===== config.mk =====
export PLATFORM = sky130hd
export DESIGN_NAME = scs_scan
export DESIGN_NICKNAME = d
export VERILOG_FILES = /design/src/rtl/core/scs_pkg.sv /design/src/rtl/core/scs_scan.sv
export SDC_FILE = /design/constraint.sdc
export NUM_CORES = 1
export LEC_CHECK = 0
export BUFFER_PORTS_ARGS = -buffer_cell sky130_fd_sc_hd__clkbuf_2
export CAP_MARGIN = 20
export CORE_UTILIZATION = 49
export DETAILED_ROUTE_END_ITERATION = 16
export PLACE_DENSITY = 0.74
export REMOVE_ABC_BUFFERS = 1
export SKIP_CTS_REPAIR_TIMING = 1
export SLEW_MARGIN = 20
export SYNTH_ARGS = -nofsm -noshare
export SYNTH_HDL_FRONTEND = slang
export SYNTH_SLANG_ARGS = --single-unit

===== constraint.sdc =====
create_clock -name clk -period 7 [get_ports clk]
set_input_delay 0 -clock clk [delete_from_list [all_inputs] [get_ports clk]]
set_output_delay 0 -clock clk [all_outputs]
set_load 0.005 [all_outputs]

===== src/rtl/core/scs_pkg.sv =====
package scs_pkg;

  // Default sizing, handed to the top level as parameter defaults
  localparam int DEPTH_DEF      = 128;
  localparam int COST_BITS_DEF  = 16;
  localparam int COORD_BITS_DEF = 8;

  // Fixed port field widths
  localparam int FUNC_W    = 2;
  localparam int COST_W    = 16;
  localparam int COORD_W   = 8;
  localparam int PAY_W     = 32;
  localparam int COUNT_W   = 8;
  localparam int STATUS_W  = 2;

  // Match flags folded per cycle by the search unit
  localparam int SCAN_LANES = 8;

  typedef enum logic [FUNC_W-1:0] {
    FUNC_PUSH   = 2'd0,
    FUNC_POP    = 2'd1,
    FUNC_SORT   = 2'd2,
    FUNC_SEARCH = 2'd3
  } func_t;

  typedef enum logic [STATUS_W-1:0] {
    STAT_OK    = 2'd0,
    STAT_FULL  = 2'd1,
    STAT_EMPTY = 2'd2
  } status_t;

  // What every cell of the chain does this cycle
  typedef enum logic [1:0] {
    CELL_HOLD,
    CELL_PUSH,
    CELL_POP,
    CELL_SORT
  } cell_op_t;

  typedef struct packed {
    cell_op_t op;
    logic     phase;   // odd/even pairing for the transposition step
  } cell_ctl_t;

  typedef struct packed {
    logic [COST_W-1:0]   out_cost;
    logic [COORD_W-1:0]  out_x;
    logic [COORD_W-1:0]  out_y;
    logic [PAY_W-1:0]    out_payload;
    logic                found;
    logic [COUNT_W-1:0]  count;
    logic [STATUS_W-1:0] status;
  } rsp_t;

endpackage


===== src/rtl/core/scs_scan.sv =====
module scs_scan import scs_pkg::*; #(
  parameter int DEPTH = DEPTH_DEF
) (
  input  logic             clk,
  input  logic             rst,
  input  logic             start,
  input  logic [DEPTH-1:0] hits,
  output logic             done,
  output logic             found
);

  localparam int GROUPS = (DEPTH + SCAN_LANES - 1) / SCAN_LANES;
  localparam int VEC_W  = GROUPS * SCAN_LANES;
  localparam int GRP_W  = $clog2(GROUPS + 1);

  logic [VEC_W-1:0] vec, load_vec;
  logic [GRP_W-1:0] left;
  logic             busy, acc, acc_next;

  // Pad the flag vector to whole groups, fold the lowest group each cycle
  always_comb begin
    load_vec               = '0;
    load_vec[DEPTH-1:0]    = hits;
    acc_next               = acc | (|vec[SCAN_LANES-1:0]);
  end

  always_ff @(posedge clk) begin
    if (rst) begin
      busy <= 1'b0;
      done <= 1'b0;
    end else begin
      done <= 1'b0;
      if (start) begin
        vec  <= load_vec;
        left <= GRP_W'(GROUPS);
        acc  <= 1'b0;
        busy <= 1'b1;
      end else if (busy) begin
        vec  <= vec >> SCAN_LANES;
        acc  <= acc_next;
        left <= left - 1'b1;
        if (left == GRP_W'(1)) begin
          busy  <= 1'b0;
          done  <= 1'b1;
          found <= acc_next;
        end
      end
    end
  end

endmodule


==> results of run 1 <==
Yosys cell counts, drive strengths merged:
cell    count
mux2      120
buf        15
and2        9
nand2       1
a31oi       1
inv         2
dfxtp       2
edfxtp    135
ha          2
xnor2       3
nor3        2
nor3b       3
nand2b      1
nand3       1
nor2        7
nor4        2
stage by stage:
stage	area [sq um]	utilization
2_1_floorplan	5760	-
3_3_place_gp	6630	0.576
3_5_place_dp	6630	0.576
4_1_cts	7150	0.621
cells by family after synthesis:
kind of cell,share of synthesized area
adder cells (fa/ha/maj),0.00427
AO/OA/AOI/OAI,0.00107
AND/OR/NAND/NOR,0.0254
multiplexers,0.247
flip-flops,0.698
XOR/XNOR,0.00448
buffers and inverters,0.0194
==> impl_metrics.tcl, run 1 <==
set metrics [dict create \
    cts_buf_count 17 \
    start_util 0.509 \
    synth_top_area_frac 0.691 \
    status "did not finish" \
    chipHeight_um 111 \
    dpl_worst_slack_ns 4.94 \
    place.detailed.instances 569 \
    yosysUniqueCellTypes 19 \
    gpl.final_weighted_congestion 0.720 \
    clock_tree.buffer_depth 2 \
    netlist_instances 306 \
    leading_post_synthesis_cells_by_cell_area "sky130_fd_sc_hd__edfxtp_1, sky130_fd_sc_hd__mux2_2, sky130_fd_sc_hd__mux2_4" \
    grt_start_max_net_pins 78 \
    numClockSinks 137 \
    lastStage "global routing (5_1_grt)" \
    synth.avg_cell_area_sq_um 19.2 \
    cts_max_level 4 \
    yosysSeqAreaShare 0.698 \
    synthDominantAreaCellType "sky130_fd_sc_hd__edfxtp_1" \
    ys_warn_count 0 \
    die_w_um 111 \
    error_message "[ERROR RSZ-0060] Max buffer count reached." \
    buffer_ports.inserted 132 \
    cts_root_buffer "sky130_fd_sc_hd__clkbuf_16" \
    boundaryPins 133 \
    std_cell_rows 39 \
    mappedNetlistArea_sq_um 5860 \
    flops_latches_synth 137 \
    place_hpwl_mm 5.74 \
]
==> inputs of run 2 (changes only) <==
--- a/config.mk
+++ b/config.mk
@@ -7,9 +7,9 @@
 export LEC_CHECK = 0
 export BUFFER_PORTS_ARGS = -buffer_cell sky130_fd_sc_hd__clkbuf_2
 export CAP_MARGIN = 20
-export CORE_UTILIZATION = 49
+export CORE_UTILIZATION = 34
 export DETAILED_ROUTE_END_ITERATION = 16
-export PLACE_DENSITY = 0.74
+export PLACE_DENSITY_LB_ADDON = 0.15
 export REMOVE_ABC_BUFFERS = 1
 export SKIP_CTS_REPAIR_TIMING = 1
 export SLEW_MARGIN = 20
==> constraint.sdc (replaced) <==
create_clock -name clk -period 9.1 [get_ports clk]
set_input_delay 0 -clock clk [delete_from_list [all_inputs] [get_ports clk]]
set_output_delay 0 -clock clk [all_outputs]
set_load 0.005 [all_outputs]
==> impl_metrics.tcl, run 2 <==
set metrics [dict create \
    numClockSinks 137 \
    holdWs_ns 0.242 \
    grt_pass1_vias 3280 \
    largest-register "vec" \
    yosysSeqAreaShare 0.698 \
    final.setup.tns_ns 0 \
    layout.cells.most_common "sky130_fd_sc_hd__edfxtp_1" \
    worst_slack_ns 6.61 \
    timing_worst_slew_pin_value_ns 1.03 \
    synth_top_area_frac 0.691 \
    p_per_area_nw_per_um2 186 \
    dpl_worst_slack_ns 6.22 \
    design_power_total_mw 1.60 \
    worst_setup_sp "busy$_SDFF_PP0_" \
    skew_ns 0.00566 \
    antenna_left 0 \
    amount_of_wire_on_met3_after_detailed_routing_um 694 \
    power.leakage_nw 3.34 \
    start_kind "flop" \
    max_freq_ghz 0.402 \
    final_cell_mix "sky130_fd_sc_hd__edfxtp_1, sky130_fd_sc_hd__clkbuf_2, sky130_fd_sc_hd__dlygate4sd3_1" \
    detailroute.via_count 3516 \
    synth_enable_flop_cells 135 \
    r2r.worst_path.cells 4 \
    met2_wirelength_mm 5.04 \
    die_w_um 133 \
    peakVddDrop_mv 0.115 \
    n_antenna_cell 0 \
    fp.dieArea_sq_um 17800 \
    worst_slew_margin_rel 0.315 \
    wire_length_of_the_first_global_routing_pass_mm 16.2 \
    fill_cells 1469 \
    routed_wire_length_mm 10.7 \
    synthArstFlopShare 0 \
    cts_buf_count 17 \
    place.detailed.instances 646 \
    cts_root_buffer "sky130_fd_sc_hd__clkbuf_16" \
    synth-main-ff-cell "sky130_fd_sc_hd__edfxtp_1" \
    mappedNetlistArea_sq_um 5860 \
    boundaryPins 133 \
    netlist_instances 306 \
    tritoncts_clock_tree "built" \
    share_of_the_cycle_needed_by_the_critical_path_after_routing 0.274 \
    top_signal_layer_used "met4" \
    synthMostInstantiatedCell "sky130_fd_sc_hd__edfxtp_1" \
    layout_top_registers "vec (128), left (5)" \
    rr_startpoint "busy$_SDFF_PP0_" \
    min-delay-start "start" \
    antenna_found_initial 0 \
    detail_route.drc_violations 0 \
    setup_viol 0 \
    worst-endpoint-arrival_ns 2.51 \
    synth_common_cells "sky130_fd_sc_hd__edfxtp_1, sky130_fd_sc_hd__mux2_2, sky130_fd_sc_hd__mux2_4" \
    multi_input_area_sq_um 1660 \
    place_hpwl_mm 6.12 \
    gpl.final_weighted_congestion 0.706 \
    status "completed" \
    worstSkewPairLatency_ns 0.41 \
    chipHeight_um 133 \
    timing.final.max_slew_violations 0 \
    grt-ovfl-total 0 \
    timing.hold.worst.class "in2reg" \
    wl_met1_mm 4.80 \
    start_util 0.351 \
    finish.cell_count_without_fillers 807 \
    r2r-end "vec[26]$_DFFE_PP_" \
    regToRegSetupSlack_ns 6.61 \
    placeableCoreArea_sq_um 16700 \
    flops_latches_synth 137 \
    drt_pre_antenna_iters 4 \
    cts_max_level 4 \
    timing.final.hold_violations 0 \
    routed_via_density 4.36 \
    maximum_fanout_along_the_worst_path 77 \
    synthDominantAreaCellType "sky130_fd_sc_hd__edfxtp_1" \
    ys_warn_count 0 \
    grt_start_max_net_pins 78 \
    drv.max_cap_violation_count 0 \
    flip_flop_count_of_the_largest_register_after_layout 128 \
    worstPathRequired_ns 9.12 \
    buffer_ports.inserted 132 \
    final_nets 707 \
    ff_latch_area_sq_um 4090 \
    synth.avg_cell_area_sq_um 19.2 \
    leading_post_synthesis_cells_by_cell_area "sky130_fd_sc_hd__edfxtp_1, sky130_fd_sc_hd__mux2_2, sky130_fd_sc_hd__mux2_4" \
    std_cell_rows 47 \
    rsz0062_at_grt "false" \
    clock_tree.buffer_depth 2 \
    drt-wirelength-per-cell_um 13.2 \
    endpoint_kind "flop" \
    worst_setup_hold_path_clk_slew_ns 0.06 \
    initialDrtViolationCount 230 \
    drive_above_1_share 0.484 \
    setup.worst_path.class "reg2reg" \
    finalWorstPathRequiredPeriod_ns 2.49 \
    yosysUniqueCellTypes 19 \
    crit_end "vec[26]$_DFFE_PP_" \
    grt_usage 0.119 \
    syn2layout_area_growth_pct 46.8 \
]
[run 2: critical path, stage by stage, from the launching register on]
cell	delay (ns)
sky130_fd_sc_hd__dfxtp_1	0.34
sky130_fd_sc_hd__nor2_1	0.07
sky130_fd_sc_hd__nor2_4	0.11
sky130_fd_sc_hd__buf_4	0.59
sky130_fd_sc_hd__buf_4	0.88
[run 2: report_power, final]
group	switching (mW)	internal, mW
logic	0.0573	0.105
clock network	0.255	0.427
registers	0.0103	0.747
total	0.322	1.28
[run 2: cells by family after synthesis]
kind of cell    Yosys count  share of synthesized area
buf+inv                  17                     0.0194
fa+ha+maj                 2                    0.00427
xor+xnor                  3                    0.00448
flops                   137                      0.698
compound gates            1                    0.00107
simple gates             26                     0.0254
mux                     120                      0.247
[run 2: worst min-delay path by stage]
stage | end | slack [ns] | cells after the start
2_1_floorplan | done$_SDFF_PP0_ | 0.08 | 1
3_3_place_gp | done$_SDFF_PP0_ | 0.25 | 2
3_5_place_dp | done$_SDFF_PP0_ | 0.25 | 2
4_1_cts | done$_SDFF_PP0_ | -0.19 | 2
5_1_grt | vec[108]$_DFFE_PP_ | 0.27 | 2
6_report | vec[116]$_DFFE_PP_ | 0.24 | 2
[run 2: metal layers]
metal / vias to the layer above / GRT usage
met5: - / 0
met4: 0 / 0.0587
met3: 14 / 0.0544
met2: 112 / 0.170
met1: 1666 / 0.151
li1: 1724 / -
[run 2: per-stage QoR]
| step | utilization | instance area (sq um) |
|---|---|---|
| after global routing | 0.515 | 8600 |
| after CTS | 0.438 | 7310 |
| after detailed placement | 0.403 | 6730 |
| after floorplan | - | 5760 |
| after global placement | 0.403 | 6730 |
| final | 0.515 | 8600 |
[run 2: layout make-up]
class | instances | area share
sequential | 137 | 0.476
timing repair buffer | 264 | 0.230
multi-input combinational | 152 | 0.193
clock buffer | 18 | 0.0499
tap | 220 | 0.0320
clock inverter | 14 | 0.0180
inverter | 2 | 0.000872
(Power assumes the default switching activity.)
