<file path="src/rtl/core/scs_pkg.sv">
package scs_pkg;

  // Default sizing, handed to the top level as parameter defaults
  localparam int DEPTH_DEF      = 128;
  localparam int COST_BITS_DEF  = 16;
  localparam int COORD_BITS_DEF = 8;

  // Fixed port field widths
  localparam int FUNC_W    = 2;
  localparam int COST_W    = 16;
  localparam int COORD_W   = 8;
  localparam int PAY_W     = 32;
  localparam int COUNT_W   = 8;
  localparam int STATUS_W  = 2;

  // Match flags folded per cycle by the search unit
  localparam int SCAN_LANES = 8;

  typedef enum logic [FUNC_W-1:0] {
    FUNC_PUSH   = 2'd0,
    FUNC_POP    = 2'd1,
    FUNC_SORT   = 2'd2,
    FUNC_SEARCH = 2'd3
  } func_t;

  typedef enum logic [STATUS_W-1:0] {
    STAT_OK    = 2'd0,
    STAT_FULL  = 2'd1,
    STAT_EMPTY = 2'd2
  } status_t;

  // What every cell of the chain does this cycle
  typedef enum logic [1:0] {
    CELL_HOLD,
    CELL_PUSH,
    CELL_POP,
    CELL_SORT
  } cell_op_t;

  typedef struct packed {
    cell_op_t op;
    logic     phase;   // odd/even pairing for the transposition step
  } cell_ctl_t;

  typedef struct packed {
    logic [COST_W-1:0]   out_cost;
    logic [COORD_W-1:0]  out_x;
    logic [COORD_W-1:0]  out_y;
    logic [PAY_W-1:0]    out_payload;
    logic                found;
    logic [COUNT_W-1:0]  count;
    logic [STATUS_W-1:0] status;
  } rsp_t;

endpackage

</file>
<file path="src/rtl/core/scs_cell.sv">
module scs_cell import scs_pkg::*; #(
  parameter int IDX        = 0,
  parameter int DEPTH      = DEPTH_DEF,
  parameter int COST_BITS  = COST_BITS_DEF,
  parameter int COORD_BITS = COORD_BITS_DEF,
  parameter int CNT_W      = $clog2(DEPTH + 1)
) (
  input  logic                                     clk,
  input  cell_ctl_t                                ctl,
  input  logic [CNT_W-1:0]                         count,
  input  logic [COST_BITS+2*COORD_BITS+PAY_W-1:0]  above,
  input  logic [COST_BITS+2*COORD_BITS+PAY_W-1:0]  below,
  input  logic [COORD_BITS-1:0]                    key_x,
  input  logic [COORD_BITS-1:0]                    key_y,
  output logic [COST_BITS+2*COORD_BITS+PAY_W-1:0]  ent,
  output logic                                     hit
);

  localparam int   ENT_W    = COST_BITS + 2*COORD_BITS + PAY_W;
  localparam logic IDX_ODD  = ((IDX % 2) == 1);
  localparam logic [CNT_W-1:0] IDX_SELF = CNT_W'(IDX);
  localparam logic [CNT_W-1:0] IDX_NEXT = CNT_W'(IDX + 1);

  logic [COST_BITS-1:0]  self_cost, above_cost, below_cost;
  logic [COORD_BITS-1:0] self_x, self_y;
  logic                  pair_low, pair_high, swap_low, swap_high;

  // Field views of the entry layout {cost, x, y, payload}
  assign self_cost  = ent[ENT_W-1 -: COST_BITS];
  assign above_cost = above[ENT_W-1 -: COST_BITS];
  assign below_cost = below[ENT_W-1 -: COST_BITS];
  assign self_x     = ent[PAY_W+COORD_BITS +: COORD_BITS];
  assign self_y     = ent[PAY_W +: COORD_BITS];

  // Pairing: this cell is the low side of (IDX, IDX+1) or the high side of (IDX-1, IDX)
  always_comb begin
    pair_low  = (ctl.phase == IDX_ODD) && (IDX_NEXT < count);
    pair_high = (IDX > 0) && (ctl.phase != IDX_ODD) && (IDX_SELF < count);
    swap_low  = self_cost > below_cost;
    swap_high = above_cost > self_cost;
  end

  // Tile match, only for occupied cells
  assign hit = (IDX_SELF < count) && (self_x == key_x) && (self_y == key_y);

  // Shift down on push, up on pop, strict compare-exchange on sort
  always_ff @(posedge clk) begin
    case (ctl.op)
      CELL_PUSH: ent <= above;
      CELL_POP:  ent <= below;
      CELL_SORT: begin
        if (pair_low && swap_low) begin
          ent <= below;
        end else if (pair_high && swap_high) begin
          ent <= above;
        end
      end
      default: ent <= ent;
    endcase
  end

endmodule

</file>
<file path="config.mk">
export PLATFORM = sky130hd
export DESIGN_NAME = scs_cell
export DESIGN_NICKNAME = d
export VERILOG_FILES = /design/src/rtl/core/scs_pkg.sv /design/src/rtl/core/scs_cell.sv
export SDC_FILE = /design/constraint.sdc
export NUM_CORES = 1
export LEC_CHECK = 0
export BUFFER_PORTS_ARGS = -buffer_cell sky130_fd_sc_hd__buf_2
export CORE_UTILIZATION = 42
export DETAILED_ROUTE_END_ITERATION = 16
export GPL_TIMING_DRIVEN = 0
export PLACE_DENSITY = 0.81
export SETUP_SLACK_MARGIN = 0.05
export SLEW_MARGIN = 20
export SYNTH_ARGS = -nofsm -noshare
export SYNTH_HDL_FRONTEND = slang
export SYNTH_SLANG_ARGS = --single-unit
export TNS_END_PERCENT = 5
</file>
<file path="constraint.sdc">
create_clock -name clk -period 7.1 [get_ports clk]
set_clock_uncertainty 0.2 [all_clocks]
set_input_delay 1.42 -clock clk [delete_from_list [all_inputs] [get_ports clk]]
set_output_delay 1.42 -clock clk [all_outputs]
set_load 0.03 [all_outputs]
</file>
**Yosys cells after proc, flatten, opt, wreduce, memory -nomap -nowiden**

Cells that the tools add are included.

- Multiplexer cells: 2
- Equality and inequality tests: 6
- Bitwise operators: 1
- Reductions and logical operators: 6
- Magnitude comparators: 3

Operators by type and width:

| cell | number |
|---|---|
| case mux 64 bit (3 select lines) | 1 |
| two-way mux 64 bit | 1 |
| == test 8 bit | 2 |
| > comparator 16 bit | 1 |
| < comparator 1 x 8 -> 1 bit, first input constant | 2 |
| == test 2 bit, second input constant | 2 |
| logical AND 1 bit | 4 |
| nonzero test 3 bit | 1 |
| == test 2 x 1 -> 1 bit, second input constant | 1 |
| inequality test 2 bit, second input constant | 1 |
| AND reduction 2 bit | 1 |
| inverter 1 bit | 1 |

- Bits of input ports: 156
- Output and inout port bits: 65
- Flip-flop bits (word level): 64
- Word-level logic and storage cells: 19

**Longest topological paths before layout**

Gate-level depths: netlist of the first run.

- Depth after elaboration: 5
- Mapped depth: 7

**Worst setup path after synthesis of the first run**

No wires, ideal clock.

- Kind: input to register
- Start: input port below[63]
- End: register ent[0] (enable)
- Buffers on the path: 0
- Stages on the path: 6
- Required time: 6.376 ns
- Library setup time: 0.524 ns
- Slack: 0.589 ns
- Data arrival time: 5.787 ns
- Cell sequence: inv_1 > ha_1 > nand4_2 > nor4_2 > nand2_1 > a31oi_1

- Cells in the longest elaborated chain, start to end: 4

RTL lines:

| item | line | text |
|---|---|---|
| start: declaration | scs_cell.sv:12 | `input logic [COST_BITS+2*COORD_BITS+PAY_W-1:0] below,` |
| > comparator 16 bit | scs_cell.sv:39 | `swap_low = self_cost > below_cost;` |
| logical AND 1 bit | scs_cell.sv:52 | `if (pair_low && swap_low) begin` |
| inequality test 2 bit (no line) | n/a |  |
| AND reduction 2 bit (no line) | n/a |  |
| end signal: assignment | scs_cell.sv:50 | `CELL_POP: ent <= below;` |
| end signal: assignment | scs_cell.sv:53 | `ent <= below;` |
| end signal: assignment | scs_cell.sv:55 | `ent <= above;` |
| end: declaration | scs_cell.sv:15 | `output logic [COST_BITS+2*COORD_BITS+PAY_W-1:0] ent,` |

Every way passes these cells.
A chain may end at the register's enable or synchronous reset.

**Final worst setup path of the first run**

- Start: input port key_y[6]
- End: output port hit

- Cells in the longest elaborated chain, start to end: 2

RTL lines:

| item | line | text |
|---|---|---|
| start: declaration | scs_cell.sv:14 | `input logic [COORD_BITS-1:0] key_y,` |
| == test 8 bit | scs_cell.sv:44 | `assign hit = (IDX_SELF < count) && (self_x == key_x) && (self_y == key_y);` |
| logical AND 1 bit | scs_cell.sv:44 |  |
| end: declaration | scs_cell.sv:16 | `output logic hit` |

Every way passes these cells.

==> results_dict.tcl, run 1 <==
set metrics [dict create \
    outcome "complete, no violations" \
    required_ns 5.48 \
    largest_reg_flops 64 \
    setup_viol 0 \
    fp-row-count 31 \
    syn_nets 416 \
    rsz0062_at_grt "no" \
    vias 2808 \
    cts_made_buffers 9 \
    syn_to_final_growth_pct 44.7 \
    antenna_cells 0 \
    clk_pin_slew_ns 0.07 \
    synth_mux_area_frac 0.167 \
    syn_area_um2 3300 \
    max_freq_mhz 243 \
    fillCellCount 599 \
    post_synth_num_cell_types 23 \
    cp.arrival_ns 2.49 \
    synth_top_cell_by_area "edfxtp_1" \
    critPathMaxFanout 1 \
    syn_avg_cell_area_um2 13.6 \
    post_cts_resized 0 \
    clk_path_buf_depth 2 \
    initial_core_util 0.445 \
    die_w_um 90.6 \
    track_usage 0.224 \
    root_buffer "clkbuf_8" \
    worstSkewPairLatency_ns 0.33 \
    gr-total-overflow 0 \
    drtAntennaViolNets 0 \
    finalPower_mw 1.05 \
    portBuffers 220 \
    gp_congestion 0.798 \
    htree_levels 3 \
    grt_max_degree 26 \
    worstSetupEndpointType "output port" \
    layout_common_cells "buf_2, edfxtp_1, mux2_2" \
    synthAdderAreaFrac 0.0683 \
    post-cts-setup-buffers 0 \
    synth_top_cells_by_area "edfxtp_1, mux2_2, ha_1" \
    antenna_found_initial 0 \
    via_per_inst 4.85 \
    first_global_vias 2905 \
    cp-start-kind "primary input" \
    yosysWarnings 0 \
    hold_buffers 0 \
    die_area_um2 8210 \
    synthSimpleGateAreaFrac 0.0615 \
    crit_type "primary input to output port" \
    drv_cap 0 \
    largest-register "ent" \
    hold_class "flip-flop to flip-flop" \
    clock_sinks 64 \
    reg_top3 "ent: 64 flops" \
    yosysSeqAreaShare 0.583 \
    die_h_um 90.6 \
    netlist_instances 242 \
    firstDrtPassIters 5 \
    yosys_register_bits 64 \
    maxSlewViolCount 0 \
    cts_tree "built" \
    drive_gt1_frac 0.613 \
    synth_compound_area_frac 0.0455 \
    period_needed_ns 4.11 \
    drtIter0Drc 63 \
    synth_top_area_frac 0.583 \
    layout_commonest_cell "buf_2" \
    io_pins 221 \
    nets 650 \
    ir_drop_uv 140 \
    hold_viol 0 \
    p_per_area_nw_per_um2 219 \
    maxSlewHeadroom 0.514 \
    synth_xor_area_frac 0.0425 \
    synth_top_family_by_area "multiplexers" \
    leakage_nw 2.22 \
    wire_per_inst_um 15.6 \
    setup_tns_ns 0 \
    worstMarginPinSlew_ns 0.710 \
    core_um2 7410 \
    drc 0 \
    wirelength_mm 9.04 \
    grt_pass1_wl_mm 14.0 \
    fin_crit_sh 0.579 \
    dp_hpwl_mm 7.21 \
]
[synth_stat cells]
| cell type | count |
|---|---|
| a2111oi_0 | 1 |
| a21oi_1 | 7 |
| a31oi_1 | 1 |
| a41oi_1 | 1 |
| and2_1 | 1 |
| buf_2 | 6 |
| clkbuf_1 | 2 |
| edfxtp_1 | 64 |
| ha_1 | 18 |
| inv_1 | 18 |
| mux2_2 | 49 |
| nand2_1 | 22 |
| nand4_1 | 3 |
| nand4_2 | 1 |
| nor2_1 | 3 |
| nor2_2 | 1 |
| nor2b_1 | 1 |
| nor3_1 | 3 |
| nor4_1 | 5 |
| nor4_2 | 1 |
| o21ai_0 | 17 |
| o22ai_1 | 1 |
| xor2_1 | 16 |
[cell type report]
type                    count  area [um2]  area share
flip-flops and latches     64        1920       0.403
clock inverters             5        25.0     0.00524
well taps                  99         124      0.0260
plain buffers               8        37.5     0.00787
repair buffers            223        1180       0.248
clock buffers              10         128      0.0267
inverters                  18        67.6      0.0142
multi-input cells         152        1280       0.269
[report_power, final]
group | internal (mW) | total, mW | switching (mW)
Combinational | 0.120 | 0.302 | 0.182
Clock | 0.121 | 0.253 | 0.132
Sequential | 0.475 | 0.492 | 0.0173
Total | 0.716 | 1.05 | 0.331
[per-stage QoR]
stage	cells	hold WS [ns]	worst slack [ns]	util	instance area [um2]
after CTS	579	1.01	2.97	0.644	4770
after detailed placement	564	0.983	2.97	0.624	4620
after floorplan	242	1.41	0.589	-	3300
final	579	0.974	2.99	0.644	4770
after global routing	579	1.04	2.88	0.644	4770
after global placement	561	1.49	-0.880	0.610	4520
[worst paths after layout]
path                startpoint                end  slack (ns)  cells past startpoint
max                   key_y[6]                hit        2.99                      6
min          ent[63]$_DFFE_PP_  ent[53]$_DFFE_PP_        0.97                      3
max reg2reg  ent[59]$_DFFE_PP_  ent[40]$_DFFE_PP_        4.27                      7
min reg2reg  ent[63]$_DFFE_PP_  ent[53]$_DFFE_PP_        0.97                      3
[cells by family after synthesis]
| family | count (synthesis) |
|---|---|
| AO/OA/AOI/OAI | 28 |
| XOR/XNOR | 16 |
| adder cells (fa/ha/maj) | 18 |
| buffers and inverters | 26 |
| flip-flops | 64 |
| multiplexers | 49 |
| AND/OR/NAND/NOR | 41 |
[critical path, cell delays in order]
cell,delay (ns)
buf_2,0.10
xor2_1,0.15
nor4_1,0.35
nand4_1,0.16
nor2_1,0.12
buf_2,0.20
[routing by layer]
metal / routed length (um) / track usage
met4: 142 / 0.0887
met5: 0 / 0
met1: 3320 / 0.241
met2: 4870 / 0.410
met3: 705 / 0.0631
No activity file was read; power rests on OpenSTA's default activity.
==> inputs of run 2 (changes only) <==
--- a/config.mk
+++ b/config.mk
@@ -6,10 +6,10 @@
 export NUM_CORES = 1
 export LEC_CHECK = 0
 export BUFFER_PORTS_ARGS = -buffer_cell sky130_fd_sc_hd__buf_2
-export CORE_UTILIZATION = 42
+export CORE_UTILIZATION = 38
 export DETAILED_ROUTE_END_ITERATION = 16
 export GPL_TIMING_DRIVEN = 0
-export PLACE_DENSITY = 0.81
+export PLACE_DENSITY = 0.77
 export SETUP_SLACK_MARGIN = 0.05
 export SLEW_MARGIN = 20
 export SYNTH_ARGS = -nofsm -noshare
==> constraint.sdc (replaced) <==
create_clock -name clk -period 3.6 [get_ports clk]
set_clock_uncertainty 0.2 [all_clocks]
set_input_delay 0.72 -clock clk [delete_from_list [all_inputs] [get_ports clk]]
set_output_delay 0.72 -clock clk [all_outputs]
set_load 0.03 [all_outputs]
==> run 2 against run 1 <==
Net effect:
- non-clock buffer count unchanged
- design area increased by 0.79%
- register-to-register slack got worse by 3.5 ns
- critical path type is now primary input to flip-flop
- critical endpoint is now ent[14]$_DFFE_PP_
- first-iteration DRC count decreased by 21%
==> results_dict.tcl, run 2 (same netlist as run 1, synthesis figures left out) <==
set metrics [dict create \
    antenna_found_initial 0 \
    hold_viol 0 \
    pwr-share-seq 0.447 \
    antenna_cells 0 \
    clk_pin_slew_ns 0.08 \
    die_area_um2 9050 \
    hold_buffers 0 \
    min_from "above[59]" \
    cp-start-kind "primary input" \
    drc 0 \
    holdPathEnd "ent[59]$_DFFE_PP_" \
    rsz0062_at_grt "no" \
    largest_reg_flops 64 \
    fp-row-count 33 \
    outcome "complete, no violations" \
    die_w_um 95.1 \
    critPathMaxFanout 25 \
    io_pins 221 \
    max_freq_mhz 340 \
    worst_path_max_delay_cell "a2111oi_0" \
    setup_ws_ns 0.658 \
    cp.arrival_ns 2.83 \
    leakage_nw 2.23 \
    drive_gt1_frac 0.620 \
    gp_congestion 0.834 \
    dp_hpwl_mm 6.86 \
    post_cts_resized 0 \
    initial_core_util 0.397 \
    cts_tree "built" \
    clk_path_buf_depth 2 \
    period_needed_ns 2.94 \
    fillCellCount 733 \
    pwr-share-comb 0.270 \
    die_h_um 95.1 \
    grt_max_degree 26 \
    layout_commonest_cell "buf_2" \
    critPathBufInv 4 \
    maxSlewViolCount 0 \
    gr-total-overflow 0 \
    power_switching_uw 680 \
    reg_top3 "ent: 64 flops" \
    worstMarginPinSlew_ns 0.709 \
    grt_pass1_wl_mm 12.6 \
    cts_made_buffers 9 \
    firstDrtPassIters 5 \
    rr_worst_depth 7 \
    via_per_inst 4.79 \
    place_ws_ns 0.289 \
    nets 650 \
    core_um2 8300 \
    htree_levels 3 \
    setup_viol 0 \
    reg2reg_from "ent[63]$_DFFE_PP_" \
    portBuffers 220 \
    wire_per_inst_um 14.5 \
    whs_path_depth 3 \
    layout_common_cells "buf_2, edfxtp_1, mux2_2" \
    setup_tns_ns 0 \
    required_ns 3.49 \
    syn_to_final_growth_pct 45.9 \
    post-cts-setup-buffers 0 \
    worstSetupEndpointType "flip-flop" \
    crit_type "primary input to flip-flop" \
    worstSkewPairLatency_ns 0.33 \
    p_per_area_nw_per_um2 450 \
    internal-power_mw 1.49 \
    track_usage 0.187 \
    ir_drop_uv 215 \
    drtAntennaViolNets 0 \
    power_frac_clock 0.282 \
    wirelength_mm 8.49 \
    drv_cap 0 \
    crit_chain "buf_2, inv_1, ha_1, nand4_2, o22ai_1, a2111oi_0, a31oi_4, buf_8, buf_16" \
    largest-register "ent" \
    dp.cells 570 \
    swShare 0.314 \
    vias 2808 \
    critical_path.top_delay_family "compound AO/OA/AOI/OAI gates" \
    clock_sinks 64 \
    first_global_vias 2758 \
    drtIter0Drc 50 \
    fin_crit_sh 0.817 \
    r2r-end "ent[14]$_DFFE_PP_" \
    root_buffer "clkbuf_8" \
    ff2ff_setup_slack_ns 0.76 \
    hold_class "primary input to flip-flop" \
    cp_slowest_stage_delay_ns 0.63 \
    hold_slack_ns 0.467 \
    maxSlewHeadroom 0.515 \
    final_cells 586 \
]
[run 2: power groups by stage]
stage          combinational, mW  sequential [mW]  clock (mW)
5_1_grt                    0.636            0.979       0.656
3_5_place_dp               0.588            0.986           0
4_1_cts                    0.592            0.971       0.625
6_report                   0.586            0.969       0.611
2_1_floorplan              0.188             1.15           0
3_3_place_gp               0.549            0.988           0
[run 2: area by class of cell]
class / instances / area, um2 / share of cell area
Inverter: 18 / 67.6 / 0.0140
Sequential cell: 64 / 1920 / 0.400
Tap cell: 105 / 131 / 0.0273
Clock buffer: 9 / 124 / 0.0258
Buffer: 8 / 37.5 / 0.00780
Timing Repair Buffer: 223 / 1170 / 0.243
Multi-Input combinational cell: 152 / 1280 / 0.267
Clock inverter: 7 / 71.3 / 0.0148
[run 2: metal layers]
layer,global-route usage,part of all wire,vias to the layer above
li1,-,-,1367
met1,0.206,0.38,1280
met2,0.337,0.52,150
met3,0.0510,0.082,11
met4,0.0758,0.015,0
met5,0,0,-
[run 2: worst max-delay path by stage]
stage                     cells past startpoint           endpoint      start  slack (ns)
after floorplan                               6   ent[0]$_DFFE_PP_  below[63]        0.19
after global placement                        7  ent[12]$_DFFE_PP_  below[63]       -0.43
after detailed placement                      9  ent[12]$_DFFE_PP_  below[63]        0.29
after CTS                                     9  ent[14]$_DFFE_PP_  below[63]        0.64
after global routing                          9  ent[14]$_DFFE_PP_  below[61]        0.50
final                                         9  ent[14]$_DFFE_PP_  below[63]        0.66
[run 2: metrics by stage]
stage / total power [mW] / util / instance area (um2)
2_1_floorplan: 1.34 / - / 3310
3_3_place_gp: 1.54 / 0.548 / 4540
3_5_place_dp: 1.57 / 0.556 / 4610
4_1_cts: 2.19 / 0.580 / 4810
5_1_grt: 2.27 / 0.580 / 4810
6_report: 2.17 / 0.580 / 4810
[run 2: worst min-delay path, cell delays in order]
cell and delay, ns:
buf_2 0.07, nand2_1 0.03, o21ai_0 0.06
==> inputs of run 3 (changes only) <==
==> constraint.sdc (replaced) <==
create_clock -name clk -period 2.48 [get_ports clk]
set_clock_uncertainty 0.2 [all_clocks]
set_input_delay 0.496 -clock clk [delete_from_list [all_inputs] [get_ports clk]]
set_output_delay 0.496 -clock clk [all_outputs]
set_load 0.03 [all_outputs]
==> run 3 against run 2 <==
Net effect:
- power increased by 50%
- critical path type is now flip-flop to flip-flop
- design area is 4.6% higher
- register-to-register slack got worse by 0.75 ns
- sequential power increased by 46%
- non-clock buffer count up 9
- die area unchanged
- highest routed layer unchanged
- routed wire length is 9.1% higher
- first-iteration DRC count up 38%
- largest cell class unchanged
- global-route usage grew 1.5 points
- flip-flop and latch count unchanged
==> results_dict.tcl, run 3 (same netlist as run 1, synthesis figures left out) <==
set metrics [dict create \
    outcome "complete, no violations" \
    antenna_cells 0 \
    rr_worst_depth 8 \
    hold_viol 0 \
    leakage_nw 2.32 \
    required_ns 2.37 \
    initial_core_util 0.397 \
    maxSlewViolCount 0 \
    critical_path.top_delay_family "simple AND/OR/NAND/NOR gates" \
    cp_common_cell "nand4_1" \
    largest_reg_flops 64 \
    dp_hpwl_mm 7.09 \
    min_from "above[57]" \
    critical_path_depth 8 \
    ff2ff_setup_slack_ns 0.01 \
    gr-total-overflow 0 \
    drc 0 \
    io_pins 221 \
    drtAntennaViolNets 0 \
    r2r-end "ent[36]$_DFFE_PP_" \
    nets 659 \
    p_per_area_nw_per_um2 647 \
    fin_crit_sh 0.994 \
    rsz0062_at_grt "yes" \
    setup_tns_ns 0 \
    critPathMaxFanout 8 \
    antenna_found_initial 0 \
    finalPower_mw 3.25 \
    cts_made_buffers 9 \
    syn_to_final_growth_pct 52.6 \
    die_w_um 95.1 \
    firstDrtPassIters 4 \
    clk_pin_slew_ns 0.08 \
    die_area_um2 9050 \
    worstSetupEndpointType "flip-flop" \
    first_global_vias 2939 \
    dp.cells 570 \
    clock_sinks 64 \
    fp-row-count 33 \
    critPathCapture "ent[36]$_DFFE_PP_" \
    cp-start-kind "flip-flop" \
    cts_tree "built" \
    max_freq_mhz 405 \
    period_needed_ns 2.47 \
    maxSlewHeadroom 0.704 \
    cp_slowest_stage_delay_ns 0.45 \
    die_h_um 95.1 \
    reg2reg_from "ent[53]$_DFFE_PP_" \
    track_usage 0.201 \
    cp.arrival_ns 2.36 \
    worstMarginPinSlew_ns 0.443 \
    drive_gt1_frac 0.639 \
    crit_chain "ha_4, nand4_1, nor4_4, nand4_1, a41oi_2, a31oi_4, buf_16, buf_12" \
    drtIter0Drc 69 \
    fillCellCount 695 \
    core_um2 8300 \
    final_cells 595 \
    layout_commonest_cell "buf_2" \
    grt_max_degree 25 \
    portBuffers 220 \
    utilization 0.606 \
    layout_common_cells "buf_2, edfxtp_1, mux2_2" \
    vias 2870 \
    clk_path_buf_depth 2 \
    hold_class "primary input to flip-flop" \
    worstSkewPairLatency_ns 0.33 \
    critPathBufInv 2 \
    largest-register "ent" \
    htree_levels 3 \
    crit_type "flip-flop to flip-flop" \
    root_buffer "clkbuf_8" \
    ir_drop_uv 311 \
    gp_congestion 0.811 \
    setup_viol 0 \
    grt_pass1_wl_mm 13.5 \
    crit_path_start "ent[53]$_DFFE_PP_" \
    reg_top3 "ent: 64 flops" \
    wire_per_inst_um 15.6 \
    worst_path_max_delay_cell "edfxtp_1" \
    wirelength_mm 9.27 \
    drv_cap 0 \
    via_per_inst 4.82 \
]
-- run 3: cell count changes in the layout (fill, tap and decap cells not counted), sizes merged --
cell	previous run	this run
buf	229	238
clkbuf	11	13
clkinv	2	4
clkinvlp	3	0
inv	19	18
-- run 3: per-layer routing --
| metal | vias up | share of wire | track usage |
|---|---|---|---|
| li1 | 1385 | - | - |
| met1 | 1342 | 0.37 | 0.212 |
| met2 | 132 | 0.54 | 0.385 |
| met3 | 11 | 0.069 | 0.0494 |
| met4 | 0 | 0.013 | 0.0694 |
| met5 | - | 0 | 0 |
-- run 3: per-stage QoR --
stage                     setup slack, ns  hold WS, ns  instance area [um2]
after floorplan                    -0.695        0.483                 3340
after global placement              -1.26        0.569                 4570
after detailed placement           -0.604        0.580                 4650
after CTS                         -0.0167        0.230                 5030
after global routing              -0.0591        0.231                 5030
final                              0.0137        0.241                 5030
-- run 3: what timing repair did --
item / 4_1_cts / 5_1_grt
buffers inserted: 6 / 1
pin swaps: 7 / 6
hold endpoints to repair: 0 / 0
gates cloned: 3 / 0
setup endpoints to repair: 65 / 65
gates resized for setup: 11 / 2
hold buffers: 0 / 0
-- run 3: worst reg2reg max path, cell delays in order (launching register included) --
cell and delay, ns:
edfxtp_1 0.45, ha_4 0.31, nand4_1 0.12, nor4_4 0.32, nand4_1 0.17, a41oi_2 0.22, a31oi_4 0.09, buf_16 0.20
buf_12 0.14
-- run 3: final cells by class --
type,instances,area [um2],share of cell area
well taps,105,131,0.0261
repair buffers,232,1310,0.260
plain buffers,8,37.5,0.00746
clock buffers,11,131,0.0261
flip-flops and latches,64,1920,0.382
clock inverters,5,57.6,0.0114
multi-input cells,152,1370,0.273
inverters,18,67.6,0.0134
-- run 3: how the worst min path moves through the flow --
stage,endpoint,cells after the start
after floorplan,ent[49]$_DFFE_PP_,2
after global routing,ent[53]$_DFFE_PP_,3
final,ent[57]$_DFFE_PP_,3
after global placement,ent[54]$_DFFE_PP_,3
after CTS,ent[53]$_DFFE_PP_,3
after detailed placement,ent[53]$_DFFE_PP_,3
-- run 3: power breakdown --
group	switching (mW)	internal, mW	total, mW
Sequential	0.0526	1.36	1.41
Combinational	0.552	0.412	0.964
Clock	0.411	0.466	0.877
Total	1.02	2.24	3.25
